### config.mk
export PLATFORM = sky130hd
export DESIGN_NAME = gesture_to_mouse_event_fsm
export DESIGN_NICKNAME = d
export VERILOG_FILES = /design/src/rtl/gtm_pkg.sv /design/src/rtl/gtm_div.sv /design/src/rtl/gtm_gesture.sv /design/src/rtl/gesture_to_mouse_event_fsm.sv
export SDC_FILE = /design/constraint.sdc
export NUM_CORES = 1
export LEC_CHECK = 0
export ABC_AREA = 1
export BUFFER_PORTS_ARGS = -buffer_cell sky130_fd_sc_hd__buf_2
export CAP_MARGIN = 20
export CORE_ASPECT_RATIO = 0.7
export CORE_UTILIZATION = 45
export DETAILED_ROUTE_END_ITERATION = 12
export RECOVER_POWER = 50
export SLEW_MARGIN = 20
export SYNTH_ARGS = -nofsm -noshare
export SYNTH_HDL_FRONTEND = slang
export SYNTH_SLANG_ARGS = --single-unit
### constraint.sdc
create_clock -name i_clk -period 6.15 [get_ports i_clk]
set_input_delay 1.23 -clock i_clk [delete_from_list [all_inputs] [get_ports i_clk]]
set_output_delay 1.23 -clock i_clk [all_outputs]
set_load 0.005 [all_outputs]
### src/rtl/gtm_pkg.sv
// Shared types, widths and codes for the gesture to mouse event block.
// No dependencies.
package gtm_pkg;

    localparam int DEF_COORD_WIDTH = 12;
    localparam int DEF_COUNT_WIDTH = 8;

    localparam int SCR_W      = 14;
    localparam int FRAME_W    = 8;
    localparam int FING_W     = 4;
    localparam int EV_W       = 3;
    localparam int CFG_IDX_W  = 4;
    localparam int CFG_DATA_W = 16;

    localparam logic [EV_W-1:0] EV_NONE   = 3'd0;
    localparam logic [EV_W-1:0] EV_CLICK  = 3'd1;
    localparam logic [EV_W-1:0] EV_DOUBLE = 3'd2;
    localparam logic [EV_W-1:0] EV_DOWN   = 3'd3;
    localparam logic [EV_W-1:0] EV_UP     = 3'd4;

    localparam logic [CFG_IDX_W-1:0] CFG_ROI_LEFT   = 4'd0;
    localparam logic [CFG_IDX_W-1:0] CFG_ROI_TOP    = 4'd1;
    localparam logic [CFG_IDX_W-1:0] CFG_ROI_RIGHT  = 4'd2;
    localparam logic [CFG_IDX_W-1:0] CFG_ROI_BOTTOM = 4'd3;
    localparam logic [CFG_IDX_W-1:0] CFG_ACTIVATE   = 4'd4;
    localparam logic [CFG_IDX_W-1:0] CFG_RELEASE    = 4'd5;
    localparam logic [CFG_IDX_W-1:0] CFG_SCR_WIDTH  = 4'd6;
    localparam logic [CFG_IDX_W-1:0] CFG_SCR_HEIGHT = 4'd7;

    localparam int ROI_RIGHT_RST  = 639;
    localparam int ROI_BOTTOM_RST = 479;
    localparam logic [FRAME_W-1:0] ACTIVATE_RST = 8'd5;
    localparam logic [FRAME_W-1:0] RELEASE_RST  = 8'd5;
    localparam logic [SCR_W-1:0]   SCR_WIDTH_RST  = 14'd1920;
    localparam logic [SCR_W-1:0]   SCR_HEIGHT_RST = 14'd1080;

    typedef struct packed {
        logic              step;
        logic              in_region;
        logic [FING_W-1:0] fingers;
    } t_gest_ctl;

endpackage

### src/rtl/gtm_div.sv
// Shared scaling unit: one multiply, then restoring division one bit per cycle.
// Depends on gtm_pkg.
module gtm_div import gtm_pkg::*; #(
    parameter int COORD_WIDTH = DEF_COORD_WIDTH
) (
    input  logic                   i_clk,
    input  logic                   i_rst_n,
    input  logic                   i_start,
    input  logic [COORD_WIDTH-1:0] i_p,
    input  logic [COORD_WIDTH-1:0] i_lo,
    input  logic [COORD_WIDTH-1:0] i_hi,
    input  logic [SCR_W-1:0]       i_size,
    output logic                   o_done,
    output logic [SCR_W-1:0]       o_quot
);

    localparam int NUM_W = COORD_WIDTH + SCR_W;
    localparam int CNT_W = $clog2(NUM_W);

    typedef enum logic [3:0] {
        D_IDLE = 4'b0001,
        D_MUL  = 4'b0010,
        D_DIV  = 4'b0100,
        D_DONE = 4'b1000
    } t_dstate;

    t_dstate                r_state, n_state;
    logic [COORD_WIDTH-1:0] r_diff, r_span, r_rem, n_rem;
    logic [SCR_W-1:0]       r_size;
    logic [NUM_W-1:0]       r_num, r_q;
    logic [CNT_W-1:0]       r_cnt;
    logic [COORD_WIDTH:0]   trial, trial_sub;
    logic                   ge;

    assign trial     = {r_rem, r_num[NUM_W-1]};
    assign ge        = trial >= {1'b0, r_span};
    assign trial_sub = trial - {1'b0, r_span};
    assign n_rem     = ge ? trial_sub[COORD_WIDTH-1:0] : trial[COORD_WIDTH-1:0];

    always_comb begin
        n_state = r_state;
        unique case (r_state)
            D_IDLE:  if (i_start) n_state = D_MUL;
            D_MUL:   n_state = D_DIV;
            D_DIV:   if (r_cnt == '0) n_state = D_DONE;
            D_DONE:  n_state = i_start ? D_MUL : D_IDLE;
            default: n_state = D_IDLE;
        endcase
    end

    always_ff @(posedge i_clk) begin
        if (!i_rst_n) begin
            r_state <= D_IDLE;
        end else begin
            r_state <= n_state;
        end
    end

    always_ff @(posedge i_clk) begin
        if (i_start && (r_state == D_IDLE || r_state == D_DONE)) begin
            r_diff <= i_p - i_lo;
            r_span <= i_hi - i_lo;
            r_size <= i_size;
        end
        if (r_state == D_MUL) begin
            r_num <= NUM_W'(r_diff) * NUM_W'(r_size);
            r_rem <= '0;
            r_cnt <= CNT_W'(NUM_W - 1);
        end
        if (r_state == D_DIV) begin
            r_num <= r_num << 1;
            r_rem <= n_rem;
            r_q   <= {r_q[NUM_W-2:0], ge};
            r_cnt <= r_cnt - 1'b1;
        end
    end

    assign o_done = (r_state == D_DONE);
    assign o_quot = (r_span == '0) ? '0 : r_q[SCR_W-1:0];

    a_start_free: assert property (@(posedge i_clk) disable iff (!i_rst_n)
        i_start |-> (r_state == D_IDLE || r_state == D_DONE))
        else $error("divider started while busy");

    a_done_pulse: assert property (@(posedge i_clk) disable iff (!i_rst_n)
        o_done |=> !o_done)
        else $error("divider done held");

endmodule

### src/rtl/gtm_gesture.sv
// Gesture flags, arm/release counters and event decision, one update per frame.
// Depends on gtm_pkg.
module gtm_gesture import gtm_pkg::*; #(
    parameter int COUNT_WIDTH = DEF_COUNT_WIDTH
) (
    input  logic               i_clk,
    input  logic               i_rst_n,
    input  t_gest_ctl          i_ctl,
    input  logic [FRAME_W-1:0] i_activate,
    input  logic [FRAME_W-1:0] i_rel,
    output logic [EV_W-1:0]    o_event
);

    localparam int CMP_W = (COUNT_WIDTH > FRAME_W) ? COUNT_WIDTH : FRAME_W;

    logic                   r_held, r_click, r_double;
    logic                   n_held, n_click, n_double;
    logic [COUNT_WIDTH-1:0] r_c_arm, r_c_rel, r_d_arm, r_d_rel, r_h_arm, r_h_rel, r_out;
    logic [COUNT_WIDTH-1:0] n_c_arm, n_c_rel, n_d_arm, n_d_rel, n_h_arm, n_h_rel, n_out;
    logic [CMP_W-1:0]       act_x, rel_x;

    function automatic logic [COUNT_WIDTH-1:0] bump(input logic [COUNT_WIDTH-1:0] c);
        return (c == '1) ? c : c + 1'b1;
    endfunction

    function automatic logic [CMP_W-1:0] ext(input logic [COUNT_WIDTH-1:0] c);
        return CMP_W'(c);
    endfunction

    assign act_x = CMP_W'(i_activate);
    assign rel_x = CMP_W'(i_rel);

    always_comb begin
        logic       big, four, two;
        n_held = r_held; n_click = r_click; n_double = r_double;
        n_c_arm = r_c_arm; n_c_rel = r_c_rel;
        n_d_arm = r_d_arm; n_d_rel = r_d_rel;
        n_h_arm = r_h_arm; n_h_rel = r_h_rel;
        n_out = r_out;
        o_event = EV_NONE;
        big  = i_ctl.fingers >= 4'd5;
        four = i_ctl.fingers == 4'd4;
        two  = i_ctl.fingers == 4'd2 || i_ctl.fingers == 4'd3;
        if (i_ctl.step) begin
            if (i_ctl.in_region) begin
                n_out = '0;
                if (big && !r_held && r_h_arm == '0 && !r_double && r_d_arm == '0) begin
                    n_c_rel = '0;
                    if (!r_click) begin
                        n_c_arm = bump(r_c_arm);
                        if (ext(n_c_arm) >= act_x) begin
                            n_c_arm = '0; n_click = 1'b1; o_event = EV_CLICK;
                        end
                    end
                end else if (four && !r_held && r_h_arm == '0 && !r_click
                             && r_c_arm == '0) begin
                    n_d_rel = '0;
                    if (!r_double) begin
                        n_d_arm = bump(r_d_arm);
                        if (ext(n_d_arm) >= act_x) begin
                            n_d_arm = '0; n_double = 1'b1; o_event = EV_DOUBLE;
                        end
                    end
                end else if (two && !r_double && r_d_arm == '0 && !r_click
                             && r_c_arm == '0) begin
                    n_h_rel = '0;
                    if (!r_held) begin
                        n_h_arm = bump(r_h_arm);
                        if (ext(n_h_arm) >= act_x) begin
                            n_h_arm = '0; n_held = 1'b1; o_event = EV_DOWN;
                        end
                    end
                end else if (r_click) begin
                    if (ext(r_c_rel) >= rel_x) n_click = 1'b0;
                    else n_c_rel = bump(r_c_rel);
                end else if (r_double) begin
                    if (ext(r_d_rel) >= rel_x) n_double = 1'b0;
                    else n_d_rel = bump(r_d_rel);
                end else if (r_held) begin
                    if (ext(r_h_rel) >= rel_x) begin
                        n_held = 1'b0; o_event = EV_UP;
                    end else begin
                        n_h_rel = bump(r_h_rel);
                    end
                end else if (r_c_arm != '0) begin
                    if (ext(r_c_rel) >= rel_x) n_c_arm = '0;
                    else n_c_rel = bump(r_c_rel);
                end else if (r_d_arm != '0) begin
                    if (ext(r_d_rel) >= rel_x) n_d_arm = '0;
                    else n_d_rel = bump(r_d_rel);
                end else if (r_h_arm != '0) begin
                    if (ext(r_h_rel) >= rel_x) n_h_arm = '0;
                    else n_h_rel = bump(r_h_rel);
                end
            end else if (ext(r_out) >= rel_x) begin
                if (r_held) o_event = EV_UP;
                n_held = 1'b0; n_click = 1'b0; n_double = 1'b0;
                n_c_arm = '0; n_c_rel = '0;
                n_d_arm = '0; n_d_rel = '0;
                n_h_arm = '0; n_h_rel = '0;
            end else begin
                n_out = bump(r_out);
            end
        end
    end

    always_ff @(posedge i_clk) begin
        if (!i_rst_n) begin
            r_held <= 1'b0; r_click <= 1'b0; r_double <= 1'b0;
            r_c_arm <= '0; r_c_rel <= '0;
            r_d_arm <= '0; r_d_rel <= '0;
            r_h_arm <= '0; r_h_rel <= '0;
            r_out <= '0;
        end else begin
            r_held <= n_held; r_click <= n_click; r_double <= n_double;
            r_c_arm <= n_c_arm; r_c_rel <= n_c_rel;
            r_d_arm <= n_d_arm; r_d_rel <= n_d_rel;
            r_h_arm <= n_h_arm; r_h_rel <= n_h_rel;
            r_out <= n_out;
        end
    end

    a_one_gesture: assert property (@(posedge i_clk) disable iff (!i_rst_n)
        $onehot0({r_held, r_click, r_double}))
        else $error("more than one gesture active");

    a_idle_hold: assert property (@(posedge i_clk) disable iff (!i_rst_n)
        !i_ctl.step |=> $stable({r_held, r_click, r_double, r_out}))
        else $error("gesture state changed without a frame");

endmodule

### src/rtl/gesture_to_mouse_event_fsm.sv
// Top level: channels, configuration registers, frame sequencer, result register.
// Depends on gtm_pkg, gtm_div, gtm_gesture.
//
// Input channel (i_in_valid / o_in_stall) takes one camera frame: pointer flag,
// pointer position and fingertip count. Output channel (o_out_valid / i_out_stall)
// gives exactly one result per frame: move flag, screen position, event code.
// Configuration writes (i_cfg_valid / o_cfg_ready, always ready) set the region,
// the activate/release frame counts and the screen size; write only while idle.
// Gesture state is updated at the input transfer. A frame inside the
// region is scaled by one shared multiply-and-divide unit, first x then y; each
// pass is a multiply step followed by restoring division, one bit of quotient per
// cycle. Any other frame goes straight to the result step. One frame is in work
// at a time; o_in_stall is high from the transfer until the result is placed in
// the output register. The output register holds a result while the receiver
// stalls, and the next frame may be taken and worked on meanwhile; it then waits
// for the register. Synchronous reset clears all gesture flags and counters and
// the output valid flag, and restores the configuration defaults (region
// 0,0..639,479, 5/5, 1920x1080).
module gesture_to_mouse_event_fsm import gtm_pkg::*; #(
    parameter int COORD_WIDTH = DEF_COORD_WIDTH,
    parameter int COUNT_WIDTH = DEF_COUNT_WIDTH
) (
    input  logic                   i_clk,
    input  logic                   i_rst_n,
    input  logic                   i_in_valid,
    output logic                   o_in_stall,
    input  logic                   i_pointer_valid,
    input  logic [COORD_WIDTH-1:0] i_point_x,
    input  logic [COORD_WIDTH-1:0] i_point_y,
    input  logic [FING_W-1:0]      i_finger_count,
    output logic                   o_out_valid,
    input  logic                   i_out_stall,
    output logic                   o_move_valid,
    output logic [SCR_W-1:0]       o_screen_x,
    output logic [SCR_W-1:0]       o_screen_y,
    output logic [EV_W-1:0]        o_event_code,
    input  logic                   i_cfg_valid,
    output logic                   o_cfg_ready,
    input  logic [CFG_IDX_W-1:0]   i_cfg_index,
    input  logic [CFG_DATA_W-1:0]  i_cfg_data
);

    typedef enum logic [3:0] {
        S_IDLE = 4'b0001,
        S_X    = 4'b0010,
        S_Y    = 4'b0100,
        S_WB   = 4'b1000
    } t_state;

    t_state                 r_state, n_state;
    logic [COORD_WIDTH-1:0] r_left, r_top, r_right, r_bottom, r_py;
    logic [FRAME_W-1:0]     r_act, r_rel;
    logic [SCR_W-1:0]       r_width, r_height, r_sx, r_sy;
    logic                   r_move;
    logic [EV_W-1:0]        r_ev;
    logic                   r_out_valid, n_out_valid;

    logic                   in_xfer, in_region, out_load;
    logic                   div_start, div_done;
    logic [COORD_WIDTH-1:0] div_p, div_lo, div_hi;
    logic [SCR_W-1:0]       div_size, div_q;
    logic [EV_W-1:0]        gest_ev;
    t_gest_ctl              gest_ctl;

    assign o_cfg_ready = 1'b1;
    assign o_in_stall  = (r_state != S_IDLE);
    assign in_xfer     = i_in_valid && !o_in_stall;
    assign in_region   = i_point_x >= r_left && i_point_x <= r_right
                      && i_point_y >= r_top && i_point_y <= r_bottom;
    assign out_load    = (r_state == S_WB) && (!r_out_valid || !i_out_stall);

    assign gest_ctl.step      = in_xfer && i_pointer_valid;
    assign gest_ctl.in_region = in_region;
    assign gest_ctl.fingers   = i_finger_count;

    assign div_start = (gest_ctl.step && in_region) || (r_state == S_X && div_done);
    assign div_p     = (r_state == S_X) ? r_py     : i_point_x;
    assign div_lo    = (r_state == S_X) ? r_top    : r_left;
    assign div_hi    = (r_state == S_X) ? r_bottom : r_right;
    assign div_size  = (r_state == S_X) ? r_height : r_width;

    gtm_div #(
        .COORD_WIDTH(COORD_WIDTH)
    ) u_div (
        .i_clk  (i_clk),
        .i_rst_n(i_rst_n),
        .i_start(div_start),
        .i_p    (div_p),
        .i_lo   (div_lo),
        .i_hi   (div_hi),
        .i_size (div_size),
        .o_done (div_done),
        .o_quot (div_q)
    );

    gtm_gesture #(
        .COUNT_WIDTH(COUNT_WIDTH)
    ) u_gesture (
        .i_clk     (i_clk),
        .i_rst_n   (i_rst_n),
        .i_ctl     (gest_ctl),
        .i_activate(r_act),
        .i_rel     (r_rel),
        .o_event   (gest_ev)
    );

    always_comb begin
        n_state = r_state;
        unique case (r_state)
            S_IDLE:  if (in_xfer) n_state = (i_pointer_valid && in_region) ? S_X : S_WB;
            S_X:     if (div_done) n_state = S_Y;
            S_Y:     if (div_done) n_state = S_WB;
            S_WB:    if (out_load) n_state = S_IDLE;
            default: n_state = S_IDLE;
        endcase
    end

    always_comb begin
        n_out_valid = r_out_valid;
        if (out_load) n_out_valid = 1'b1;
        else if (!i_out_stall) n_out_valid = 1'b0;
    end

    always_ff @(posedge i_clk) begin
        if (!i_rst_n) begin
            r_state     <= S_IDLE;
            r_out_valid <= 1'b0;
            r_left      <= '0;
            r_top       <= '0;
            r_right     <= COORD_WIDTH'(ROI_RIGHT_RST);
            r_bottom    <= COORD_WIDTH'(ROI_BOTTOM_RST);
            r_act       <= ACTIVATE_RST;
            r_rel       <= RELEASE_RST;
            r_width     <= SCR_WIDTH_RST;
            r_height    <= SCR_HEIGHT_RST;
        end else begin
            r_state     <= n_state;
            r_out_valid <= n_out_valid;
            if (i_cfg_valid && o_cfg_ready) begin
                unique case (i_cfg_index)
                    CFG_ROI_LEFT:   r_left   <= i_cfg_data[COORD_WIDTH-1:0];
                    CFG_ROI_TOP:    r_top    <= i_cfg_data[COORD_WIDTH-1:0];
                    CFG_ROI_RIGHT:  r_right  <= i_cfg_data[COORD_WIDTH-1:0];
                    CFG_ROI_BOTTOM: r_bottom <= i_cfg_data[COORD_WIDTH-1:0];
                    CFG_ACTIVATE:   r_act    <= i_cfg_data[FRAME_W-1:0];
                    CFG_RELEASE:    r_rel    <= i_cfg_data[FRAME_W-1:0];
                    CFG_SCR_WIDTH:  r_width  <= i_cfg_data[SCR_W-1:0];
                    CFG_SCR_HEIGHT: r_height <= i_cfg_data[SCR_W-1:0];
                    default: ;
                endcase
            end
        end
    end

    always_ff @(posedge i_clk) begin
        if (in_xfer) begin
            r_move <= i_pointer_valid && in_region;
            r_ev   <= gest_ctl.step ? gest_ev : EV_NONE;
            r_py   <= i_point_y;
            r_sx   <= '0;
            r_sy   <= '0;
        end
        if (r_state == S_X && div_done) r_sx <= div_q;
        if (r_state == S_Y && div_done) r_sy <= div_q;
        if (out_load) begin
            o_move_valid <= r_move;
            o_screen_x   <= r_sx;
            o_screen_y   <= r_sy;
            o_event_code <= r_ev;
        end
    end

    assign o_out_valid = r_out_valid;

    a_busy_after_xfer: assert property (@(posedge i_clk) disable iff (!i_rst_n)
        in_xfer |=> o_in_stall)
        else $error("frame taken while a frame is in work");

    a_no_move_zero: assert property (@(posedge i_clk) disable iff (!i_rst_n)
        (o_out_valid && !o_move_valid) |-> (o_screen_x == '0 && o_screen_y == '0))
        else $error("screen position without a move");

    a_done_in_scale: assert property (@(posedge i_clk) disable iff (!i_rst_n)
        div_done |-> (r_state == S_X || r_state == S_Y))
        else $error("scaling result outside a scaling step");

endmodule
=== Yosys cells after proc, flatten, opt, wreduce, memory -nomap -nowiden ===
Index checks and enable logic that the tools add are counted.

* Add/sub/neg operators: 11
* Multipliers: 1
* Magnitude comparators: 13
* Equal/unequal tests: 67
* Muxes and demuxes: 147
* Reduce and logical (&&, ||, !) cells: 66

{| class="wikitable"
|+ Operators with widths
! kind !! number
|-
| $mux 8 || 76
|-
| $mux 12 || 6
|-
| $mux 14 || 5
|-
| $add 8x1->8 const B || 7
|-
| $eq 8x8->1 const B || 7
|-
| $ge 8x8->1 || 7
|-
| $mux 26 || 2
|-
| $mux 3 || 13
|-
| $sub 12x12->12 || 3
|-
| $pmux 4 s4 || 2
|-
| $mux 1 || 31
|-
| $eq 4x3->1 const B || 7
|-
| $mux 4 || 7
|-
| $mul 12x14->26 || 1
|-
| $eq 4x2->1 const B || 6
|-
| $ge 12x12->1 || 2
|-
| $le 12x12->1 || 2
|-
| $logic_not 8->1 || 3
|-
| $reduce_bool 8->1 || 3
|-
| $logic_and 1x1->1 || 23
|-
| $ne 2x2->1 const B || 11
|-
| $ne 3x1->1 const B || 6
|-
| $ne 3x2->1 const B || 6
|-
| $ne 3x3->1 const B || 6
|-
| 28 further kinds || 63
|}

* Flip-flop bits (word level): 331
* Input bits: 54

=== Longest topological paths before layout ===
Gate-level depths: netlist of the first run.

* Depth after elaboration: 13
* Mapped depth: 24
* Gate-level depth less buffers: 23

=== Hierarchy ===
From an unflattened synthesis of the first run, not the netlist that was laid out.

* Cell total of the unflattened synthesis: 3309
* Area, all modules: 25146.6 µm²

{| class="wikitable"
|+ By module, submodules not included
! module !! instances !! cells each !! area an instance (µm²) !! seq. area each (µm²)
|-
| gtm_div || 1 || 1489 || 11574.9 || 2922.8
|-
| gesture_to_mouse_event_fsm || 1 || 899 || 7747.4 || 4224.1
|-
| gtm_gesture || 1 || 921 || 5824.3 || 1181.1
|}

=== Least setup slack after synthesis of the first run ===
Ideal clock, no wire load.

* Path kind: register -> register
* From: register u_div.r_diff[11]
* To: register u_div.r_num[20], data pin
* Library setup time: 260 ps
* Arrival time: 4917 ps
* Data required time: 5890 ps
* Slack: 973 ps
* Cell stages (with the launch flop): 20
* Cell sequence: edfxtp_1 > clkbuf_1 > nand2_1 > fa_1 > fa_1 > inv_1 > fa_1 > fa_1 > inv_1 > fa_1 > inv_1 > ha_1 > a21oi_1 > o21ai_0 > a21oi_1 > o21ai_0 > a21oi_1 > o21ai_0 > nor2_1 > o21ai_0

* Longest elaborated chain between the ends: 3

{| class="wikitable"
|+ RTL lines
! element !! line !! source
|-
| from (decl) || gtm_div.sv:28 || <nowiki>logic [COORD_WIDTH-1:0] r_diff, r_span, r_rem, n_rem;</nowiki>
|-
| from (signal assigned) || gtm_div.sv:61 || <nowiki>r_diff <= i_p - i_lo;</nowiki>
|-
| $mul 12x14->26 || gtm_div.sv:66 || <nowiki>r_num <= NUM_W'(r_diff) * NUM_W'(r_size);</nowiki>
|-
| $mux 26 || gtm_div.sv:65 || <nowiki>if (r_state == D_MUL) begin</nowiki>
|-
| $mux 26 || gtm_div.sv:70 || <nowiki>if (r_state == D_DIV) begin</nowiki>
|-
| to (signal assigned) || gtm_div.sv:66 ||
|-
| to (signal assigned) || gtm_div.sv:71 || <nowiki>r_num <= r_num << 1;</nowiki>
|-
| to (decl) || gtm_div.sv:30 || <nowiki>logic [NUM_W-1:0] r_num, r_q;</nowiki>
|}

Every way passes these cells. The select of a mux whose other input is x is not followed.
A chain may end at the register's enable or synchronous reset.

=== Worst setup path in the final report of the first run ===
* From: register u_div.r_size[5]
* To: register u_div.r_num[25], data pin

* Longest elaborated chain between the ends: 3

{| class="wikitable"
|+ RTL lines
! element !! line !! source
|-
| from (decl) || gtm_div.sv:29 || <nowiki>logic [SCR_W-1:0] r_size;</nowiki>
|-
| from (signal assigned) || gtm_div.sv:63 || <nowiki>r_size <= i_size;</nowiki>
|-
| $mul 12x14->26 || gtm_div.sv:66 ||
|-
| $mux 26 || gtm_div.sv:65 ||
|-
| $mux 26 || gtm_div.sv:70 ||
|}

Every way passes these cells. The select of a mux whose other input is x is not followed.

==> impl_metrics.toml, run 1 <==
[status]
status = "complete, but fails checks"
failed_checks = "max-capacitance violations, max-slew violations"

[yosys]
postSynthNetCount = 3368
synth_cells = 2978
synthesis.area_um2 = 24000
post-synth-top-count-cell = "sky130_fd_sc_hd__nand2_1"
yosys.cell_types.count = 63
synth.ff_latch_count = 331
synth_top_cell_by_area = "sky130_fd_sc_hd__edfxtp_1"
asyncSetResetFlopFracSynth_pct = 0
netlist_top_cells_count = "sky130_fd_sc_hd__nand2_1 (654), sky130_fd_sc_hd__inv_1 (513), sky130_fd_sc_hd__nor2_1 (268)"
synthFlopType = "sky130_fd_sc_hd__edfxtp_1"
number_of_flops_mapped_to_enable_cells_by_yosys = 170
post-synth-top-area-fraction_pct = 21.3
yosysWarnings = 0
seq_area_frac_synth_pct = 34.7
post_synth_main_area_contributors = "sky130_fd_sc_hd__edfxtp_1 (21%), sky130_fd_sc_hd__dfxtp_1 (13%), sky130_fd_sc_hd__ha_1 (11%)"
syn_area_per_cell_um2 = 8.05

[cells_and_area]
syn2layout_area_growth_pct = 9.23
final_nets = 3418
finalInstanceArea_um2 = 26200
final_util_pct = 50.0
post_route_cells_drive_above_1_share_pct = 6.71

[floorplanning]
rows = 70
floorplan.initialDensity_pct = 45.8
ioPinCount = 89
die_area_um2 = 54200
die_y_um = 195
core-area_um2 = 52400
die_w_um = 278

[routing]
remaining_drc_errors = 0
ant_nets = 0
vias = 19700
routed_via_density = 5.27
drt-initial-drc-count = 1671
wl_per_cell_um = 16.4
number_of_detailed_route_iterations_in_the_first_pass = 5
final_wl_um = 61400

[sta]
relative_max_transition_margin_pct = -96.7
period_needed_ps = 5780
achievable-frequency_mhz = 173
setup_repair_after_global_routing_missed_its_margin = "no"
report.final.hold_viol_count = 0
setup_viol = 0
worstMarginPinSlew_ps = 2950
fin_tns_setup_ps = 0
timing.final.ws_setup_ps = 372
drv_slew = 248
finalClockSkew_ps = 29.0
layout_worst_path_cycle_share_pct = 94.0

[place]
placement.io_buffers = 85
placed_area_um2 = 25000
post-place-ws_ps = 369
detailedPlacementHpwl_um = 45800
weighted_congestion_at_the_end_of_routability_driven_global_placement = 0.889

[power_and_ir_drop]
seq_pwr_share_pct = 42.3
share_comb_of_total_power_pct = 17.3
p_clk_share_pct = 40.4
switching_share_pct = 29.1
power_per_cell_area_nw_per_um2 = 217
ir_drop_uv = 135
internal-power_mw = 4.02
power.static_leakage_nw = 12.3
switching_power_mw = 1.65

[worst_hold_path]
min-delay-path-class = "flip-flop to flip-flop"
hold_start = "r_sy[0]"
hold-path-endpoint = "o_screen_y[0]"
worst_hold_path.num_cells = 0

[worst_setup_path]
worstSetupPathType = "flip-flop to flip-flop"
timing.critical_path.to_type = "flip-flop"
worst-endpoint-required_ps = 6470
reg2reg_slack_ps = 370
ff2ff_path_depth = 21
critical_path.reg2reg.startpoint = "u_div.r_size[5]"
crit_fanout = 12
worst_r2r_endpoint = "u_div.r_num[25]"
crit_path_start_kind = "flip-flop"
critPathArrivalTime_ps = 6090

[clocking]
clock_transition_at_path_regs_ps = 70
tritoncts_clock_tree = "done"
clockBufferDepth = 3
cts_htree_levels = 2
worstSkewPairLatency_ps = 570
clock_sinks = 331
ctsRootBufferMaster = "sky130_fd_sc_hd__clkbuf_16"
cts-buffers-inserted = 38

[global_routing]
grt_pass1_wl_um = 99100
vias_in_the_first_global_route = 18700
antenna_violations_before_repair = 4
grt.total_usage_pct = 22.9
grt_max_degree = 88
overflow = 0

[run]
cap_viol_max_count = 5
[worst max-delay path by stage]
stage / start / end / slack [ps] / cells past startpoint
after floorplan: u_div.r_diff[11] / u_div.r_num[20] / 970 / 19
after global placement: u_div.r_diff[8] / u_div.r_num[20] / 490 / 21
after detailed placement: u_div.r_size[5] / u_div.r_num[24] / 370 / 21
after CTS: u_div.r_size[5] / u_div.r_num[24] / 350 / 21
after global routing: u_div.r_size[5] / u_div.r_num[25] / 80 / 23
final: u_div.r_size[5] / u_div.r_num[25] / 370 / 21
[placed cells by master, fill, tap and decap left out, types with 12 or more instances in the layout]
cell,Yosys,routed
sky130_fd_sc_hd__a21oi_1,187,187
sky130_fd_sc_hd__buf_2,3,59
sky130_fd_sc_hd__clkbuf_1,73,39
sky130_fd_sc_hd__clkbuf_16,0,42
sky130_fd_sc_hd__dfxtp_1,161,161
sky130_fd_sc_hd__edfxtp_1,170,170
sky130_fd_sc_hd__fa_1,123,123
sky130_fd_sc_hd__ha_1,213,213
sky130_fd_sc_hd__inv_1,513,513
sky130_fd_sc_hd__nand2_1,654,653
sky130_fd_sc_hd__nand3_1,119,119
sky130_fd_sc_hd__nand4_1,63,63
sky130_fd_sc_hd__nor2_1,268,267
sky130_fd_sc_hd__nor3_1,26,25
sky130_fd_sc_hd__o21ai_0,183,183
sky130_fd_sc_hd__or2_2,12,12
sky130_fd_sc_hd__xor2_1,52,52
[layout make-up]
type	count	area, µm²
Fill cell	5025	26200
Multi-Input combinational cell	2037	13300
Sequential cell	331	8330
Inverter	520	1960
Clock buffer	53	1110
Tap cell	684	856
Timing Repair Buffer	100	500
Clock inverter	16	126
Antenna cell	2	5.00
[flip-flops by register name, indices dropped and copies added, names as in the netlist, 12 cells and up]
register      count
u_div.r_size     14
r_width          14
r_height         14
r_py             12
r_top            12
r_sx             14
u_div.r_num      26
r_sy             14
r_bottom         12
u_div.r_span     12
r_right          12
u_div.r_rem      12
u_div.r_diff     12
o_screen_y       14
u_div.r_q        14
o_screen_x       14
r_left           12
[cell families (layout without fill, tap and decap cells)]
| logic type | count (synthesis) | after routing | synth area share, % |
|---|---|---|---|
| AO/OA/AOI/OAI | 434 | 434 | 9.96 |
| XOR/XNOR | 61 | 61 | 2.23 |
| adder cells (fa/ha/maj) | 336 | 336 | 21.4 |
| buffers and inverters | 610 | 689 | 9.86 |
| flip-flops | 331 | 331 | 34.7 |
| multiplexers | 2 | 2 | 0.0835 |
| other | 1 | 3 | 0.0156 |
| AND/OR/NAND/NOR | 1203 | 1203 | 21.7 |
[per-layer routing]
| metal | vias to the layer above | global-route usage (%) | share of wire, % |
|---|---|---|---|
| li1 | 9684 | - | - |
| met1 | 9342 | 34.6 | 49 |
| met2 | 638 | 33.0 | 41 |
| met3 | 72 | 4.94 | 8.5 |
| met4 | 4 | 5.81 | 1.8 |
| met5 | - | 0 | 0.033 |
[metrics by stage]
stage	instances	power, mW	hold slack [ps]
6_report	3743	5.67	419
2_1_floorplan	2978	3.15	400
3_5_place_dp	3670	3.41	406
3_3_place_gp	3670	3.39	402
4_1_cts	3739	5.72	422
5_1_grt	3743	5.96	431
[repair_timing]
item | CTS | global route
endpoints found under the setup margin | 0 | 1
buffers inserted | 0 | 0
hold buffers | 0 | 0
gates resized for setup | 0 | 1
[worst max-delay path, stage by stage, from the launching register on]
cell and delay, ps:
sky130_fd_sc_hd__edfxtp_1 610, sky130_fd_sc_hd__nand2_1 150, sky130_fd_sc_hd__inv_1 70, sky130_fd_sc_hd__fa_1 530, sky130_fd_sc_hd__inv_1 60, sky130_fd_sc_hd__fa_1 540
sky130_fd_sc_hd__inv_1 60, sky130_fd_sc_hd__fa_1 500, sky130_fd_sc_hd__fa_1 550, sky130_fd_sc_hd__inv_1 60, sky130_fd_sc_hd__fa_1 530, sky130_fd_sc_hd__inv_1 40
sky130_fd_sc_hd__ha_1 350, sky130_fd_sc_hd__nand2_1 150, sky130_fd_sc_hd__nor4_1 490, sky130_fd_sc_hd__nand4_1 170, sky130_fd_sc_hd__nand3_1 270, sky130_fd_sc_hd__nand2_1 80
sky130_fd_sc_hd__nand2_1 80, sky130_fd_sc_hd__a21oi_1 50, sky130_fd_sc_hd__o21ai_0 90, sky130_fd_sc_hd__nand2_1 90
[power by group through the flow]
| stage | sequential [mW] | combinational [mW] | clock [mW] |
|---|---|---|---|
| final | 2.40 | 0.982 | 2.29 |
| after global placement | 2.44 | 0.949 | 0 |
| after floorplan | 2.43 | 0.713 | 0 |
| after global routing | 2.40 | 1.12 | 2.44 |
| after detailed placement | 2.45 | 0.968 | 0 |
| after CTS | 2.40 | 0.976 | 2.35 |
Power figures use the tool's default switching activity.
==> run 2: changes to the inputs <==
- SYNTH_HIERARCHICAL: unset -> 1
==> impl_metrics.toml, run 2 <==
[global_routing]
vias_in_the_first_global_route = 19600
grt.total_usage_pct = 22.6
grt_max_degree = 104
antenna_violations_before_repair = 0
overflow = 0
grt_pass1_wl_um = 103000

[clocking]
clock_transition_at_path_regs_ps = 60
tritoncts_clock_tree = "done"
clock_sinks = 331
cts-buffers-inserted = 37
post_cts.repair.setup_buffers = 0
cts-hold-fix-buffers = 0
cts_resized = 0
clockBufferDepth = 3
cts_htree_levels = 2
ctsRootBufferMaster = "sky130_fd_sc_hd__clkbuf_16"
worstSkewPairLatency_ps = 560

[routing]
routed_via_density = 5.07
ant_nets = 0
wl_per_cell_um = 15.5
final_wl_um = 63800
drt-initial-drc-count = 1671
remaining_drc_errors = 0
number_of_detailed_route_iterations_in_the_first_pass = 5
vias = 20900

[yosys]
post-synth-top-area-fraction_pct = 20.3
synthesis.area_um2 = 25100
yosys.cell_types.count = 57
postSynthNetCount = 3699
synth_simple_gate_area_share_pct = 26.2
post-synth-top-count-cell = "sky130_fd_sc_hd__nand2_1"
netlist_top_cells_count = "sky130_fd_sc_hd__nand2_1 (885), sky130_fd_sc_hd__inv_1 (587), sky130_fd_sc_hd__nor2_1 (352)"
asyncSetResetFlopFracSynth_pct = 0
synth_top_family_by_area = "simple AND/OR/NAND/NOR gates"
synth_mux_area_share_pct = 0
seq_area_frac_synth_pct = 33.1
synth_compound_area_share_pct = 7.63
yosysWarnings = 6
number_of_flops_mapped_to_enable_cells_by_yosys = 170
post_synth_main_area_contributors = "sky130_fd_sc_hd__edfxtp_1 (20%), sky130_fd_sc_hd__nand2_1 (13%), sky130_fd_sc_hd__dfxtp_1 (13%)"
syn_area_per_cell_um2 = 7.60
synth_cells = 3309
synthFlopType = "sky130_fd_sc_hd__edfxtp_1"
synth.ff_latch_count = 331
synth_top_cell_by_area = "sky130_fd_sc_hd__edfxtp_1"
xor_xnor_share_of_the_synthesized_area_pct = 1.92
post_synth_fa_ha_maj_area_fraction_pct = 20.4

[floorplanning]
die_y_um = 200
ioPinCount = 89
die_area_um2 = 56800
die_w_um = 285
floorplan.initialDensity_pct = 45.5
rows = 72
core-area_um2 = 55200

[sta]
setup_repair_after_global_routing_missed_its_margin = "no"
finalClockSkew_ps = 27.4
setup_viol = 0
fin_tns_setup_ps = 0
achievable-frequency_mhz = 184
worstMarginPinSlew_ps = 2940
period_needed_ps = 5440
report.final.hold_viol_count = 0
drv_slew = 197
layout_worst_path_cycle_share_pct = 88.5
relative_max_transition_margin_pct = -96.0

[place]
placement.io_buffers = 85
detailedPlacementHpwl_um = 49300
weighted_congestion_at_the_end_of_routability_driven_global_placement = 0.896

[cells_and_area]
post_route_cells_drive_above_1_share_pct = 5.74
final_nets = 3741
top_register = "u_div/r_num"
layout_commonest_cell = "sky130_fd_sc_hd__nand2_1"
top_library_cells_by_usage_in_the_layout_fill_and_taps_aside = "sky130_fd_sc_hd__nand2_1 (886), sky130_fd_sc_hd__inv_1 (588), sky130_fd_sc_hd__nor2_1 (351)"
largest_register_ff_count = 26
syn2layout_area_growth_pct = 8.56
antenna_cells = 0

[worst_setup_path]
critPathArrivalTime_ps = 5730
timing.critical_path.to_type = "flip-flop"
worst-endpoint-required_ps = 6440
crit_fanout = 14
crit_path_start_kind = "flip-flop"
worstSetupPathType = "flip-flop to flip-flop"

[power_and_ir_drop]
ir_drop_uv = 182
power_per_cell_area_nw_per_um2 = 211
power.static_leakage_nw = 13.4
design_power_total_mw = 5.77

[worst_hold_path]
min-delay-path-class = "flip-flop to flip-flop"

[status]
status = "complete, but fails checks"
failed_checks = "max-capacitance violations, max-slew violations"

[run]
cap_viol_max_count = 4
[run 2: cell types whose count changed in the layout (fill, tap and decap cells not counted), moves of 8 or more]
cell / delta
sky130_fd_sc_hd__nand2_1: +233
sky130_fd_sc_hd__nand3_1: +43
sky130_fd_sc_hd__xnor2_1: +12
sky130_fd_sc_hd__xor2_1: -18
sky130_fd_sc_hd__a21oi_1: -29
sky130_fd_sc_hd__nor2_1: +84
sky130_fd_sc_hd__inv_1: +75
sky130_fd_sc_hd__o21ai_0: -43
sky130_fd_sc_hd__nand4_1: -8
[run 2: final cells by class]
type | count | area, µm²
multi-input combinational | 2288 | 14100
clock buffer | 44 | 983
timing repair buffer | 93 | 442
tap | 740 | 926
inverter | 600 | 2260
clock inverter | 23 | 273
sequential | 331 | 8330
fill | 5367 | 27900
[run 2: logic make-up after synthesis]
group / after synthesis
simple gates: 1550
fa+ha+maj: 336
compound gates: 346
other cells: 1
buf+inv: 690
xor+xnor: 55
flops: 331
[run 2: power breakdown]
group | switching, mW | leakage, nW | internal [mW]
combinational | 0.701 | 10.0 | 0.356
sequential | 0.0270 | 2.84 | 2.37
clock | 0.952 | 0.597 | 1.36
[run 2: final timing paths]
path	slack, ps	to	from	cells after the start
max	710	u_div/r_num[23]	u_div/r_diff[8]	18
min	410	o_event_code[2]	r_ev[2]	0
max reg2reg	710	u_div/r_num[23]	u_div/r_diff[8]	18
min reg2reg	410	o_event_code[2]	r_ev[2]	0
[run 2: routing by layer]
metal / vias to the layer above / GRT usage, % / part of all wire [%]
met2: 601 / 32.1 / 39
met4: 0 / 4.64 / 1.6
met1: 9738 / 36.0 / 53
li1: 10500 / - / -
met3: 60 / 3.08 / 6.7
met5: - / 0 / 0
[run 2: per-stage QoR]
| stage | setup slack, ps | utilization, % | cell area [µm²] | hold slack [ps] | cells |
|---|---|---|---|---|---|
| finish | 706 | 49.4 | 27300 | 410 | 4119 |
| global route | 367 | 49.4 | 27300 | 413 | 4119 |
| CTS | 708 | 49.6 | 27400 | 409 | 4119 |
| detailed placement | 732 | 47.3 | 26100 | 405 | 4052 |
| global placement | 825 | 47.3 | 26100 | 405 | 4052 |
| floorplan | 1330 | - | 25100 | 400 | 3309 |
[run 2: worst max-delay path: stages (launching register included)]
cell                       delay, ps
sky130_fd_sc_hd__edfxtp_1        790
sky130_fd_sc_hd__nand2_1         170
sky130_fd_sc_hd__fa_1            560
sky130_fd_sc_hd__inv_1            50
sky130_fd_sc_hd__fa_1            480
sky130_fd_sc_hd__fa_1            540
sky130_fd_sc_hd__fa_1            540
sky130_fd_sc_hd__inv_1            50
sky130_fd_sc_hd__fa_1            550
sky130_fd_sc_hd__inv_1            50
sky130_fd_sc_hd__ha_1            360
sky130_fd_sc_hd__nand2_1         180
sky130_fd_sc_hd__inv_1            60
sky130_fd_sc_hd__a21oi_1         290
sky130_fd_sc_hd__nand2_1         100
sky130_fd_sc_hd__nand2_1          90
sky130_fd_sc_hd__nand4_1          80
sky130_fd_sc_hd__nand3_1         150
sky130_fd_sc_hd__nand2_1          70
